**src/sv/amgs_pkg.sv**
```systemverilog
// Shared types and constants for the adjacency matrix graph store.
`timescale 1ns / 1ps
package amgs_pkg;

  localparam int MAX_VERTICES_DEF = 64;
  localparam int LABEL_W  = 32;
  localparam int FUNC_W   = 2;
  localparam int STATUS_W = 2;
  localparam int COUNT_W  = 7;

  typedef enum logic [FUNC_W-1:0] {
    FN_ADD_EDGE  = 2'd0,
    FN_LIST_SUCC = 2'd1,
    FN_LIST_PRED = 2'd2,
    FN_LIST_ALL  = 2'd3
  } func_t;

  localparam logic [STATUS_W-1:0] ST_OK    = 2'd0;
  localparam logic [STATUS_W-1:0] ST_EMPTY = 2'd1;
  localparam logic [STATUS_W-1:0] ST_FULL  = 2'd2;

  typedef enum logic [3:0] {
    S_IDLE,
    S_FIND_RD,
    S_FIND_CK,
    S_DECIDE,
    S_WR_A,
    S_WR_B,
    S_ROW_RD,
    S_ROW_WR,
    S_EMIT_ADD,
    S_SUCC_RD,
    S_SUCC_LD,
    S_LST_RD,
    S_LST_CK,
    S_FINAL
  } state_t;

  // controller -> datapath
  typedef struct packed {
    logic accept;
    logic lab_rd;
    logic find_check;
    logic wr_a;
    logic wr_b;
    logic adj_rd;
    logic adj_at_j;
    logic row_wr;
    logic succ_load;
    logic j_clear;
    logic lst_step;
    logic emit_add;
    logic emit_final;
  } amgs_cmd_t;

  // datapath -> controller
  typedef struct packed {
    logic  in_fire;
    func_t func;
    logic  scan_done;
    logic  found_a;
    logic  found_b;
    logic  same;
    logic  full;
    logic  hit;
    logic  pending;
    logic  out_free;
  } amgs_sts_t;

endpackage

```
**src/sv/amgs_ctrl.sv**
```systemverilog
// Sequencer for the graph store: lookup scan, insert, row update and list walks.
`timescale 1ns / 1ps
module amgs_ctrl import amgs_pkg::*; (
  input  logic      clk,
  input  logic      rst,
  input  amgs_sts_t sts,
  output amgs_cmd_t cmd
);

  state_t state, state_next;

  always_ff @(posedge clk) begin
    if (rst) begin
      state <= S_IDLE;
    end else begin
      state <= state_next;
    end
  end

  always_comb begin
    state_next = state;
    case (state)
      S_IDLE: begin
        if (sts.in_fire) state_next = S_FIND_RD;
      end
      S_FIND_RD: begin
        state_next = sts.scan_done ? S_DECIDE : S_FIND_CK;
      end
      S_FIND_CK: state_next = S_FIND_RD;
      S_DECIDE: begin
        case (sts.func)
          FN_ADD_EDGE: begin
            if (sts.full)          state_next = S_EMIT_ADD;
            else if (!sts.found_a) state_next = S_WR_A;
            else if (!sts.found_b) state_next = S_WR_B;
            else                   state_next = S_ROW_RD;
          end
          FN_LIST_SUCC: state_next = sts.found_a ? S_SUCC_RD : S_FINAL;
          FN_LIST_PRED: state_next = sts.found_a ? S_LST_RD : S_FINAL;
          default:      state_next = S_LST_RD;
        endcase
      end
      S_WR_A: begin
        // a self loop registers the vertex once
        state_next = (!sts.found_b && !sts.same) ? S_WR_B : S_ROW_RD;
      end
      S_WR_B:     state_next = S_ROW_RD;
      S_ROW_RD:   state_next = S_ROW_WR;
      S_ROW_WR:   state_next = S_EMIT_ADD;
      S_EMIT_ADD: begin
        if (sts.out_free) state_next = S_IDLE;
      end
      S_SUCC_RD:  state_next = S_SUCC_LD;
      S_SUCC_LD:  state_next = S_LST_RD;
      S_LST_RD: begin
        state_next = sts.scan_done ? S_FINAL : S_LST_CK;
      end
      S_LST_CK: begin
        if (!(sts.hit && sts.pending && !sts.out_free)) state_next = S_LST_RD;
      end
      S_FINAL: begin
        if (sts.out_free) state_next = S_IDLE;
      end
      default: state_next = S_IDLE;
    endcase
  end

  always_comb begin
    cmd = '0;
    case (state)
      S_IDLE:     cmd.accept = 1'b1;
      S_FIND_RD:  cmd.lab_rd = !sts.scan_done;
      S_FIND_CK:  cmd.find_check = 1'b1;
      S_DECIDE:   cmd.j_clear = 1'b1;
      S_WR_A:     cmd.wr_a = 1'b1;
      S_WR_B:     cmd.wr_b = 1'b1;
      S_ROW_RD:   cmd.adj_rd = 1'b1;
      S_ROW_WR:   cmd.row_wr = 1'b1;
      S_EMIT_ADD: cmd.emit_add = sts.out_free;
      S_SUCC_RD:  cmd.adj_rd = 1'b1;
      S_SUCC_LD:  cmd.succ_load = 1'b1;
      S_LST_RD: begin
        cmd.lab_rd   = !sts.scan_done;
        cmd.adj_rd   = !sts.scan_done;
        cmd.adj_at_j = 1'b1;
      end
      S_LST_CK: begin
        // a hit pushes the held entry out, so it needs the output register
        cmd.lst_step = !(sts.hit && sts.pending && !sts.out_free);
      end
      S_FINAL:    cmd.emit_final = sts.out_free;
      default:    cmd = '0;
    endcase
  end

endmodule

```
**config.mk**
```make
export PLATFORM = sky130hd
export DESIGN_NAME = amgs_ctrl
export DESIGN_NICKNAME = d
export VERILOG_FILES = /design/src/sv/amgs_pkg.sv /design/src/sv/amgs_ctrl.sv
export SDC_FILE = /design/constraint.sdc
export NUM_CORES = 1
export LEC_CHECK = 0
export BUFFER_PORTS_ARGS = -buffer_cell sky130_fd_sc_hd__clkbuf_2
export CAP_MARGIN = 20
export CORE_MARGIN = 2
export CORE_UTILIZATION = 46
export CTS_BUF_LIST = sky130_fd_sc_hd__clkbuf_16
export CTS_CLUSTER_DIAMETER = 100
export DETAILED_ROUTE_END_ITERATION = 8
export HOLD_SLACK_MARGIN = 0.12
export PLACE_DENSITY = 0.77
export REMOVE_ABC_BUFFERS = 1
export SYNTH_ARGS = -nofsm -noshare
export SYNTH_HDL_FRONTEND = slang
export SYNTH_SLANG_ARGS = --single-unit
```
**constraint.sdc**
```tcl
create_clock -name clk -period 2.15 [get_ports clk]
set_clock_uncertainty 0.2 [all_clocks]
set_input_delay 0.5375 -clock clk [delete_from_list [all_inputs] [get_ports clk]]
set_output_delay 0.5375 -clock clk [all_outputs]
set_load 0.005 [all_outputs]
```
## Yosys cells after proc, flatten, opt, wreduce, memory -nomap -nowiden

Cells that the tools add are included.

- Memories: 0
- Latch bits: 0
- Register bits after elaboration: 4
- ROM bits: 0
- Word-level logic and storage cells: 59
- Memory bits (writable): 0

- Muxes and demuxes: 26
- Eq/ne operators: 18
- Bitwise operators: 0
- $add $sub $neg: 0
- Shift operators: 0
- Multipliers: 0
- Order comparisons: 0
- Div/mod/pow operators: 0
- Reductions and logical operators: 14

Operator list:

| operator | count |
|---|---|
| 4-bit one-hot mux with 13 select lines | 1 |
| 4-bit == test, second input constant | 6 |
| 4-bit by 3-bit == test with 1-bit output, second input constant | 4 |
| 4-bit two-way mux | 4 |
| 1-bit two-way mux | 14 |
| 4-bit one-hot mux with 3 select lines | 1 |
| 4-bit by 2-bit == test with 1-bit output, second input constant | 2 |
| 2-bit two-way mux | 3 |
| 3-bit two-way mux | 2 |
| 2-bit OR reduction | 3 |
| 1-bit logical NOT | 5 |
| 4-bit by 1-bit == test with 1-bit output, second input constant | 1 |
| 4-bit logical NOT | 1 |
| 2-bit inequality test, second input constant | 2 |
| 1-bit logical AND | 3 |
| 3-bit AND reduction | 1 |
| 2-bit by 1-bit == test with 1-bit output, second input constant | 1 |
| 2-bit == test, second input constant | 1 |
| 2-bit logical NOT | 1 |
| 2-bit by 1-bit inequality test with 1-bit output, second input constant | 1 |
| 1-bit one-hot mux with 2 select lines | 1 |

## Depth between registers and ports, before layout

Gate-level depths: netlist of run 1.

- Word-level depth: 5
- Mapped depth: 6

## Least setup slack after synthesis of run 1

OpenSTA, ideal clock, no wires.

- Path kind: input-to-reg
- From: in sts[8] (netlist bit)
- To: reg state[0]
- Data arrival time: 1.500 ns
- Stages: 6
- Library setup time: 0.128 ns
- Setup slack: 0.323 ns
- Path buffers: 0
- Cell sequence: inv_1 > ha_1 > nor4b_1 > o21ai_0 > a31oi_1 > o32ai_2

- Longest elaborated chain between the ends: 3
- Elaborated cells on any way between the ends: 5
- Those cells by class: eq/ne: 2; mux: 2; reduce/logical: 1

RTL lines:

| element | RTL line | RTL |
|---|---|---|
| start: declaration | amgs_ctrl.sv:6 | `input amgs_sts_t sts,` |
| 2-bit == test (tied with other cells) | amgs_ctrl.sv:31 | `case (sts.func)` |
| 4-bit one-hot mux with 3 select lines * | amgs_ctrl.sv:31 |  |
| 4-bit one-hot mux with 13 select lines * | amgs_ctrl.sv:22 | `case (state)` |
| end signal: assignment | amgs_ctrl.sv:16 | `state <= state_next;` |
| end: declaration | amgs_ctrl.sv:10 | `state_t state, state_next;` |

Mark *: on every way between the ends. The rest lies on a longest branch, timed or not.
A chain may end at the register's enable or synchronous reset.

==> metrics.txt, run 1 <==
outcome complete, no violations; H-tree depth 1; Psw approximately 190 uW; logic gate share of total power between 30 and 40%; grt ovf 0; Clk Latency, worst-skew pair ~0.22 ns; Slew HR 75.5%; final setup TNS 0 ns; number of enable flip-flop cells after synthesis 0; Rows 13; fin area 872 um2; Longest Clk Path Bufs 2; GR Util All Layers about a quarter; Hold Crit Endpoint state[3]$_SDFFE_PP0P_; Worst EP arrival 1.31 ns; Slew Viols, Final 0; top area cells in the synthesized netlist dfxtp_1, ha_1, o21ai_0; nets between 100 and 150; Post-Place Cell Area roughly 800 um2; Req. time, crit path 1.41 ns; layout cell share with drive strength beyond 1 31.7%; Ports 26; Yosys top cell area share between 10% and 20%; final core occ 67.0%; RSZ-0062 raised after global routing yes; Layout area overhead 37.2%; post-route ant nets 0; global-route wire length before repair ~2800 um; hold-critical path depth 2; n_diodes 0; Core ar. ~1300 um2; syn avg cell area 6.69 um2; Setup crit end kind primary output; Routed WL approximately 1800 um; Die Wd between 40 and 50 um; Reg-to-Reg Start state[3]$_SDFFE_PP0P_; depth of the worst register-to-register path 5; CTS buffer count 3; Most used DFF post-synth dfxtp_1; commonest non-fill, non-tap cell in the layout clkbuf_2; Post-Layout Cell Count 138; crit path kind reg2out; antenna violations before repair 0; DRC viols 0; # Post-CTS Setup Buffers 0; Die H 41.2 um; Min-Delay Path Class in2reg; Tmin final 2.05 ns; Setup crit start state[3]$_SDFFE_PP0P_; #FFs+latches synth 4; Num Clock Sinks 4; number of hold violations in the final report 0; most frequent cells in the layout clkbuf_2, nor2_1, o21ai_0; # setup viols final 0; Worst-path clk slew roughly 0.030 ns; largest net degree at the start of global routing 13; Vias approximately 800; placed cells 135; Iteration-0 DRC Markers 25; Place WS 0.0442 ns; startpoint class of the critical path register; fraction of synthesis flops using an asynchronous set or reset pin 0%; CTS tree built; Cell variety after synth 35; final worst slack 0.0989 ns; Root Buffer clkbuf_16; DR WL/cell 13.1 um; Ys Warns 0; Largest register FFs 4; post-detail-place hpwl 1370 um; Max Cap Viol 0; Worst Max-Slew Pin Slew 0.367 ns; clock share of power a little under half; vias in the first global route 683; Seq/Total Area, Yosys ~13%; hold buffers post-CTS 0; Largest regs state x4; CP max FO 11; gp weighted congestion 0.811; starting density of the core about half; Int Pwr 431 uW; DRT Pass-1 Iters 4; Top reg by flops state; vias per cell 5.68; min-delay src rst; number of I/O port buffers 25; mapped cell area 636 um2; R2R setup slack between 0.4 and 0.5 ns; PwrDens 718 nW/um2; Die ar. around 1700 um2; Mapped Cells 95; period utilization 95.4%; Worst R2R End state[0]$_SDFFE_PP0P_; Yosys top cell by area dfxtp_1; Lkg Pwr around 0.40 nW; Worst VDD drop around 430 uV; switching share of power 31.1%; Max Clk Rate 0.488 GHz; Seq pwr share 17.0%
## stage by stage
stage               hold WS [ns]  power, mW
floorplan                  0.433      0.239
global placement           0.409      0.324
detailed placement         0.421      0.330
CTS                        0.381      0.623
global route               0.391      0.663
finish                     0.387      0.626
## kinds of logic (layout without fill, tap and decap cells)
| group | Yosys count | in the layout | share of synthesized area, % |
|---|---|---|---|
| simple gates | 43 | 43 | 35.0 |
| compound gates | 31 | 31 | 33.5 |
| buf+inv | 11 | 39 | 8.07 |
| fa+ha+maj | 4 | 4 | 7.87 |
| flops | 4 | 4 | 12.6 |
| xor+xnor | 1 | 1 | 1.38 |
| mux | 1 | 1 | 1.57 |
## final cells by class
type / count / area, um2
clock buffer: 3 / 75.1
fill: 121 / 429
inverter: 4 / 15.0
multi-input combinational: 80 / 504
sequential: 4 / 81.3
tap: 15 / 18.8
timing repair buffer: 32 / 178
## power groups by stage
stage / Combinational (mW) / Clock (mW) / Sequential, mW
6_report: 0.226 / 0.293 / 0.106
5_1_grt: 0.255 / 0.299 / 0.108
4_1_cts: 0.226 / 0.292 / 0.105
3_5_place_dp: 0.225 / 0 / 0.105
3_3_place_gp: 0.220 / 0 / 0.104
2_1_floorplan: 0.115 / 0 / 0.123
## per-layer routing
layer / wire (um) / GRT usage (%) / part of all wire, %
met5: 0 / 0 / 0
met4: 0 / 4.84 / 0
met3: 83 / 3.26 / 4.6
met2: 960 / 50.8 / 53
met1: 770 / 26.0 / 42
## synth_stat cells, drive strengths merged (3+ instances only)
cell type,number
nor2,12
o21ai,11
buf,7
nand2,7
nor3,7
nand2b,6
a21oi,4
dfxtp,4
ha,4
inv,4
a211oi,3
nor2b,3
## timing repair
| item | in CTS | in global routing |
|---|---|---|
| endpoints found under the setup margin | 0 | 2 |
| gates resized for setup | 0 | 1 |
| hold endpoints to repair | 0 | 0 |
## worst max-delay path: stages, from the launching register on
cell	delay, ns
dfxtp_1	0.41
nand2b_1	0.31
nor3b_1	0.22
clkbuf_2	0.14
## how the worst max path moves through the flow
stage / end / slack [ns] / cells past startpoint
2_1_floorplan: state[0]$_SDFFE_PP0P_ / 0.31 / 6
3_3_place_gp: state[0]$_SDFFE_PP0P_ / 0.16 / 7
3_5_place_dp: state[0]$_SDFFE_PP0P_ / 0.04 / 7
4_1_cts: cmd[11] / 0.1 / 3
5_1_grt: cmd[8] / -0.009 / 3
6_report: cmd[8] / 0.1 / 3
Note: power is estimated with default switching activity, not from simulation.
==> run 2: changes to the inputs <==
--- a/config.mk
+++ b/config.mk
@@ -10,4 +10,4 @@
 export CORE_MARGIN = 2
-export CORE_UTILIZATION = 46
-export CTS_BUF_LIST = sky130_fd_sc_hd__clkbuf_16
+export CORE_UTILIZATION = 49
+export CTS_BUF_LIST = sky130_fd_sc_hd__clkbuf_8
 export CTS_CLUSTER_DIAMETER = 100
@@ -15,3 +15,3 @@
 export HOLD_SLACK_MARGIN = 0.12
-export PLACE_DENSITY = 0.77
+export PLACE_DENSITY = 0.81
 export REMOVE_ABC_BUFFERS = 1
==> constraint.sdc (replaced) <==
create_clock -name clk -period 2.1 [get_ports clk]
set_clock_uncertainty 0.2 [all_clocks]
set_input_delay 0.315 -clock clk [delete_from_list [all_inputs] [get_ports clk]]
set_output_delay 0.315 -clock clk [all_outputs]
set_load 0.005 [all_outputs]
==> run 2 against run 1 <==
Clock power shrank 47%; die area decreased by 5.5%; critical path depth up 1; first-iteration DRC count fell by 32%; final cell count is 2.9% lower; wire length fell by 12%; via count grew 0.13%; largest power group is now combinational logic.
==> metrics.txt, run 2 (same netlist as run 1, synthesis figures left out) <==
DRT Pass-1 Iters 4; commonest non-fill, non-tap cell in the layout clkbuf_2; area of the multi-input gates 504 um2; post-route ant nets 0; Tmin final 1.95 ns; outcome complete, no violations; Lkg Pwr between 0.3 and 0.4 nW; Clk Latency, worst-skew pair between 0.2 and 0.25 ns; number of hold violations in the final report 0; post-CTS sizing 0; Die Wd approximately 40 um; Slew Viols, Final 0; placed cells 131; RSZ-0062 raised after global routing no; Hold Crit Endpoint state[0]$_SDFFE_PP0P_; Routed WL 1590 um; Worst EP arrival ~1.4 ns; Root Buffer clkbuf_8; global-route wire length before repair 2540 um; Longest Clk Path Bufs 2; antenna violations before repair 0; Worst-path clk slew 0.03 ns; period utilization 92.7%; starting density of the core 55.0%; nets 139; DR WL/cell around 12 um; startpoint class of the critical path register; number of I/O port buffers 25; hold buffers post-CTS 0; layout cell share with drive strength beyond 1 29.2%; grt ovf 0; Worst Max-Slew Pin Slew 0.507 ns; # setup viols final 0; CP max stage delay between 0.5 and 0.6 ns; Rows 12; Reg-to-Reg Start state[1]$_SDFFE_PP0P_; Max Cap Viol 0; DRC viols 0; vias in the first global route just over 600; CTS tree built; Num Clock Sinks 4; Die ar. approximately 1600 um2; crit path kind reg2out; Register Area 80.1 um2; Largest regs state x4; Min-Delay Path Class in2reg; CP max FO 14; Ports 26; Worst path slowest cell dfxtp_1; Iteration-0 DRC Markers 17; Slew HR 66.1%; depth of the worst register-to-register path 4; Req. time, crit path between 1.5 and 2 ns; vias per cell 5.86; Layout area overhead 28.0%; Die H 40.0 um; # Post-CTS Setup Buffers 0; CTS buffer count 3; GR Util All Layers 23.7%; Post-Layout Cell Count 134; Max Clk Rate 0.514 GHz; R2R setup slack 0.25 ns; min-delay src rst; CP cell instances buf_4 > o21ai_0 > a211oi_1 > clkbuf_2; post-detail-place hpwl 1240 um; Worst R2R End state[3]$_SDFFE_PP0P_; hold-critical path depth 2; H-tree depth 1; final setup TNS 0 ns; Core ar. 1160 um2; number of fill cells 105; gp weighted congestion ~0.8; Largest register FFs 4; Setup crit end kind primary output; PwrDens 595 nW/um2; Vias 785; largest net degree at the start of global routing 17; Worst VDD drop 342 uV; most frequent cells in the layout clkbuf_2, nor2_1, o21ai_0, nor3_1, nand2_1; Top reg by flops state; n_diodes 0
run 2: worst max path at each step:
| stage | slack [ns] | startpoint | end | depth (start not counted) |
|---|---|---|---|---|
| after global placement | 0.29 | state[1]$_SDFFE_PP0P_ | state[3]$_SDFFE_PP0P_ | 4 |
| after CTS | 0.17 | state[3]$_SDFFE_PP0P_ | cmd[11] | 4 |
| after floorplan | 0.32 | state[3]$_SDFFE_PP0P_ | state[2]$_SDFFE_PP0P_ | 4 |
| after global routing | 0.02 | state[3]$_SDFFE_PP0P_ | cmd[11] | 4 |
| final | 0.15 | state[3]$_SDFFE_PP0P_ | cmd[11] | 4 |
| after detailed placement | 0.27 | sts[8] | state[0]$_SDFFE_PP0P_ | 7 |
run 2: critical path, delay by kind of cell, from the launching register on:
kind                   cells  cell delay [ns]
flip-flops                 1             0.54
AO/OA/AOI/OAI              2             0.27
buffers and inverters      2             0.40
run 2: cell type report:
type	count	area share, %
multi-input combinational	80	62.0
sequential	4	9.85
inverter	4	1.85
timing repair buffer	29	19.1
clock buffer	3	5.08
tap	14	2.15
run 2: metrics by stage:
step	hold slack (ns)	setup WS (ns)	cell area, um2	util [%]	power (mW)
after floorplan	0.211	0.319	599	-	0.244
after global placement	0.379	0.289	772	66.8	0.321
after detailed placement	0.388	0.275	772	66.8	0.327
after CTS	0.170	0.168	813	70.3	0.486
after global routing	0.174	0.0219	813	70.3	0.519
final	0.178	0.154	813	70.3	0.484
run 2: metal layers:
layer / vias up / GRT usage, % / routed length, um
li1: 399 / - / -
met1: 361 / 25.7 / 730
met2: 23 / 46.0 / 774
met3: 2 / 5.00 / 83
met4: 0 / 5.17 / 4
met5: - / 0 / 0
run 2: where the power goes:
| group | switching, mW | leakage [nW] | total, mW | internal [mW] |
|---|---|---|---|---|
| clock | 0.0342 | 0.0216 | 0.156 | 0.122 |
| sequential | 0.0292 | 0.0327 | 0.117 | 0.0880 |
| combinational | 0.112 | 0.316 | 0.211 | 0.0993 |
| total | 0.175 | 0.370 | 0.484 | 0.309 |
